File: src/hw/rtl/ghash_pkg.sv
// ----------------------------------------------------------------------------
// ghash_pkg
// Shared widths, register indexes and control types for the ghash accumulator.
// ----------------------------------------------------------------------------
`default_nettype none

package ghash_pkg;

    localparam int HALF_W  = 64;
    localparam int BLOCK_W = 2 * HALF_W;
    localparam int BYTES   = BLOCK_W / 8;
    localparam int COUNT_W = 5;

    // carry-less product of two field elements before reduction
    localparam int PROD_W = 2 * BLOCK_W - 1;

    // reduction byte of the reflected field polynomial x^128 + x^7 + x^2 + x + 1
    localparam logic [7:0] GF_REDUCE_BYTE = 8'hE1;

    // configuration register indexes
    typedef enum logic [0:0] {
        CFG_SUBKEY_HIGH = 1'b0,
        CFG_SUBKEY_LOW  = 1'b1
    } cfg_index_t;

    // control of the item held in the input register
    typedef struct packed {
        logic valid;
        logic restart;
    } item_ctrl_t;

endpackage : ghash_pkg

`default_nettype wire

File: src/hw/rtl/ghash_input_stage.sv
// ----------------------------------------------------------------------------
// ghash_input_stage
// Input register: masks bytes past the count and holds the block for one pass.
// ----------------------------------------------------------------------------
`default_nettype none

module ghash_input_stage
    import ghash_pkg::*;
(
    input  wire logic               aclk,
    input  wire logic               aresetn,
    input  wire logic               in_valid,
    output logic                    in_ready,
    input  wire logic               in_restart,
    input  wire logic [BLOCK_W-1:0] in_block,
    input  wire logic [COUNT_W-1:0] in_count,
    input  wire logic               advance,
    output item_ctrl_t              ctrl,
    output logic      [BLOCK_W-1:0] block
);

    logic               valid_reg, valid_next;
    logic               restart_reg;
    logic [BLOCK_W-1:0] block_reg;
    logic [BLOCK_W-1:0] masked;
    logic               load;

    assign in_ready = !valid_reg || advance;
    assign load     = in_valid && in_ready;

    // byte 0 sits in the top bits; a count of 16 or more keeps every byte
    always_comb begin
        masked = in_block;
        for (int j = 0; j < BYTES; j++) begin
            if (COUNT_W'(j) >= in_count) begin
                masked[BLOCK_W-1-8*j -: 8] = 8'h00;
            end
        end
    end

    always_comb begin
        valid_next = valid_reg;
        if (load) begin
            valid_next = 1'b1;
        end else if (advance) begin
            valid_next = 1'b0;
        end
    end

    always_ff @(posedge aclk) begin
        if (!aresetn) begin
            valid_reg <= 1'b0;
        end else begin
            valid_reg <= valid_next;
        end
    end

    always_ff @(posedge aclk) begin
        if (load) begin
            restart_reg <= in_restart;
            block_reg   <= masked;
        end
    end

    assign ctrl.valid   = valid_reg;
    assign ctrl.restart = restart_reg;
    assign block        = block_reg;

endmodule : ghash_input_stage

`default_nettype wire

File: config.mk
export PLATFORM = sky130hd
export DESIGN_NAME = ghash_input_stage
export DESIGN_NICKNAME = d
export VERILOG_FILES = /design/src/hw/rtl/ghash_pkg.sv /design/src/hw/rtl/ghash_input_stage.sv
export SDC_FILE = /design/constraint.sdc
export NUM_CORES = 1
export LEC_CHECK = 0
export ABC_AREA = 1
export ABC_CLOCK_PERIOD_IN_PS = 18300
export BUFFER_PORTS_ARGS = -buffer_cell sky130_fd_sc_hd__buf_2
export CAP_MARGIN = 20
export CORE_MARGIN = 1.5
export CORE_UTILIZATION = 49
export DETAILED_ROUTE_END_ITERATION = 7
export PLACE_DENSITY = 0.95
export SLEW_MARGIN = 40
export SYNTH_ARGS = -nofsm -noshare
export SYNTH_HDL_FRONTEND = slang
export SYNTH_SLANG_ARGS = --single-unit
File: constraint.sdc
create_clock -name aclk -period 18.3 [get_ports aclk]
set_input_delay 1.83 -clock aclk [delete_from_list [all_inputs] [get_ports aclk]]
set_output_delay 1.83 -clock aclk [all_outputs]
set_load 0.03 [all_outputs]
-- Yosys cells after proc, flatten, opt, wreduce, memory -nomap -nowiden
Index checks and enable logic that the tools add are counted.
- reductions and logical operators: 4
- $lt $le $gt $ge: 16
- multiplexer cells: 2
- operators by type and width (operator ; count):
    4-bit by 5-bit greater-or-equal comparator with 1-bit output (first input constant) ; 8
    3-bit by 5-bit greater-or-equal comparator with 1-bit output (first input constant) ; 4
    1-bit by 5-bit greater-or-equal comparator with 1-bit output (first input constant) ; 2
    2-bit by 5-bit greater-or-equal comparator with 1-bit output (first input constant) ; 2
    1-bit 2-to-1 mux ; 2
    2-bit nonzero test ; 1
    1-bit logical AND ; 1
    1-bit logical NOT ; 1
    1-bit logical OR ; 1
- bits in registers: 130

-- Longest topological paths before layout
- depth in word-level cells: 4
- gate-level depth with buffers: 5
- depth with buffers taken out: 4

-- Worst setup path after synthesis
Ideal clock, no wire load.
- kind: in2reg
- start: input port in_valid
- end: register block_reg[0] (netlist: block[0]), enable pin
- library setup time: 0.660 ns
- cell stages on the path: 2
- slack: 9.562 ns
- arrival: 8.079 ns
- path through: inv_1 -> a21oi_1
- longest elaborated chain between the ends: 1
- RTL lines (element ; RTL line ; source):
    from (decl) ; ghash_input_stage.sv:12 ; input wire logic in_valid,
    1-bit logical AND ; ghash_input_stage.sv:29 ; assign load = in_valid && in_ready;
    net load ; ghash_input_stage.sv:26 ; logic load;
    to (signal assigned) ; ghash_input_stage.sv:61 ; block_reg <= masked;
    to (decl) ; ghash_input_stage.sv:24 ; logic [BLOCK_W-1:0] block_reg;
The timed path passes the listed nets, and every way through them passes these cells.
A chain may end at the register's enable or synchronous reset.

-- Worst setup path after layout
- start: input port advance
- end: output port in_ready
- longest elaborated chain between the ends: 1
- RTL lines (element ; RTL line ; source):
    from (decl) ; ghash_input_stage.sv:17 ; input wire logic advance,
    1-bit logical OR ; ghash_input_stage.sv:28 ; assign in_ready = !valid_reg || advance;
    to (decl) ; ghash_input_stage.sv:13 ; output logic in_ready,
Every way passes these cells.

==> qor.yml <==
crit-reg2reg-launch: "valid_reg"
syn-cell-area_sq_um: 5140
grt_usage: 0.223
critPathCapture: "in_ready"
cts.reportedPaths.clkPinSlew_ps: 60
route.vias.total: 3830
cts_tree: "built"
initial_utilization: 0.503
worst_setup_path_startpoint: "advance"
pin_count_of_the_biggest_net_entering_global_routing: 70
tns_ps: 0
cts_buf_count: 17
fin_nets: 837
die_area_sq_um: 11100
ys_seq_area_frac: 0.757
achievable-frequency_mhz: 243
cp_max_fo: 2
numPortBuffers: 268
first_pass_grt_wire_length_um: 18400
power_density_nw_per_um2: 111
number_of_top_level_pins: 269
worst_skew_ps: 9.63
drcViolationCount: 0
final-instance-count-excl-fill: 848
post-route-cell-area_sq_um: 7240
grt_use_met3: 0.0779
postCtsResizedCells: 0
power.leakage_nw: 3.69
grt_remaining_overflow: 0
worst-slew-pin-transition_ps: 758
worstSetupPathType: "in2out"
outcome: "finished, final reports clean"
grt_busiest_layer: "met2"
worstPathArrival_ps: 2290
layout_worst_path_cycle_share: 0.225
whs_ps: 553
critical_path.startpoint_type: "input pin"
num_antenna_cells: 0
number_of_buffers_on_the_longest_clock_path: 2
postRouteWirelength_um: 12000
first_global_vias: 3754
setup_viol: 0
routed_wire_length_per_instance_um: 14.2
dpl-instance-area_sq_um: 6630
rsz0062_at_grt: "no"
fp.dieH_um: 105
post_cts.repair.setup_buffers: 0
timing.critical_path.slowest_stage_cell: "buf_2"
period_needed_ps: 4120
std_cell_rows: 37
post_synth.cell_area_avg_sq_um: 12.3
grtUsageMet1: 0.243
clock_tree.root_cell: "clkbuf_8"
first_iter_violations: 213
dp_hpwl_um: 9050
cpMostUsedCell: "buf_2"
max_ffs_per_register: 128
timing.max_slew.rel_slack: 0.495
synthesized_instance_count: 417
r2r-end: "block[27]"
power.ir.vdd_worst_v: 0.0000856
worst-r2r-setup-slack_ps: 16150
yosys_register_bits: 130
reg2reg_depth: 3
worst_path_max_stage_delay_ps: 180
post_route_antenna_net_violation_count: 0
gp_routability_congestion: 0.784
critical_path_buf_inv_count: 3
grt_antenna_before_repair: 0
design.core.area_sq_um: 10200
drv_slew: 0
path_cells: "buf_2, inv_1, nand2_1, buf_2"
total_placed_cells_including_tap_cells: 816
report.final.hold_viol_count: 0
insertion_delay_ps: 500
firstDrtPassIters: 5
use_met2: 0.404
ys_warn_count: 0
family_with_the_most_delay_on_the_worst_path: "buffers and inverters"
cp.depth: 4
clock_tree.htree_level_count: 4
cts.hold.buffers_added: 0
vias_per_cell: 4.52
die_width_um: 105
drv_cap: 0
p_total_mw: 0.805
holdCritPathClass: "reg2reg"
area_delta_synth_final_pct: 40.9
synth_cell_type_count: 18
worst_ep_required_time_ps: 16470
clock_sinks: 130
synth.net_count: 555
crit_path_end_kind: "output pin"
drive_above_1_share: 0.442
## worst reg2reg max path, cell delays in order (launching register included)
cell,delay [ps]
dfxtp_1,350
a21oi_4,160
buf_4,610
buf_6,620
## routing by layer
metal	up-vias	routed length (um)
li1	1863	-
met1	1753	4410
met2	193	6410
met3	21	1000
met4	0	229
met5	-	0
## final cells by class
| cell class | instances | area, sq um |
|---|---|---|
| sequential | 130 | 3890 |
| fill | 771 | 2990 |
| timing repair buffer | 270 | 1360 |
| multi-input combinational | 158 | 754 |
| inverter | 122 | 458 |
| clock buffer | 18 | 418 |
| clock inverter | 14 | 189 |
| tap | 136 | 170 |
## cell families after synthesis
group	share of synthesized area
and+or+nand+nor	0.107
DFF	0.757
buffers and inverters	0.0991
AOI/OAI and AO/OA	0.0367
## synthesized netlist by cell type
cell type | number | share of area
inv_1 | 119 | 0.087
nand3_1 | 2 | 0.0019
inv_2 | 3 | 0.0022
a21boi_1 | 8 | 0.012
buf_4 | 4 | 0.0058
a21oi_1 | 9 | 0.0088
nor2_4 | 1 | 0.0022
dfxtp_1 | 1 | 0.0039
a21oi_4 | 1 | 0.0032
buf_2 | 2 | 0.0019
a21boi_0 | 9 | 0.013
nor2_1 | 83 | 0.061
nand2_1 | 35 | 0.026
nor2_2 | 3 | 0.0037
nand3_4 | 2 | 0.0068
nand2_2 | 5 | 0.0061
buf_6 | 1 | 0.0022
edfxtp_1 | 129 | 0.75
## how the worst min path moves through the flow
stage | to | cells after the start | startpoint | slack (ps)
2_1_floorplan | valid_reg | 2 | valid_reg | 710
3_3_place_gp | valid_reg | 2 | valid_reg | 530
5_1_grt | valid_reg | 2 | valid_reg | 590
6_report | valid_reg | 2 | valid_reg | 550
4_1_cts | valid_reg | 2 | valid_reg | 560
3_5_place_dp | valid_reg | 2 | valid_reg | 540
## per-stage QoR
| stage | worst slack [ps] | util |
|---|---|---|
| 3_3_place_gp | 14190 | 0.648 |
| 6_report | 14180 | 0.708 |
| 3_5_place_dp | 14180 | 0.648 |
| 4_1_cts | 14170 | 0.708 |
| 2_1_floorplan | 9560 | - |
| 5_1_grt | 14160 | 0.708 |
## power by group
| part | internal [mW] | switching [mW] |
|---|---|---|
| Clock | 0.221 | 0.121 |
| Combinational | 0.0312 | 0.0750 |
| Sequential | 0.353 | 0.00512 |
## cells in the final DEF, fill, tap and decap left out, types with 3 or more instances in the layout
cell	instances
buf_2	268
edfxtp_1	129
inv_1	119
nor2_1	83
nand2_1	35
clkbuf_16	16
a21boi_0	9
a21oi_1	8
a21boi_1	8
nand2_2	5
clkinv_4	5
bufinv_16	4
inv_2	3
Note: power is estimated with default switching activity, not from simulation.
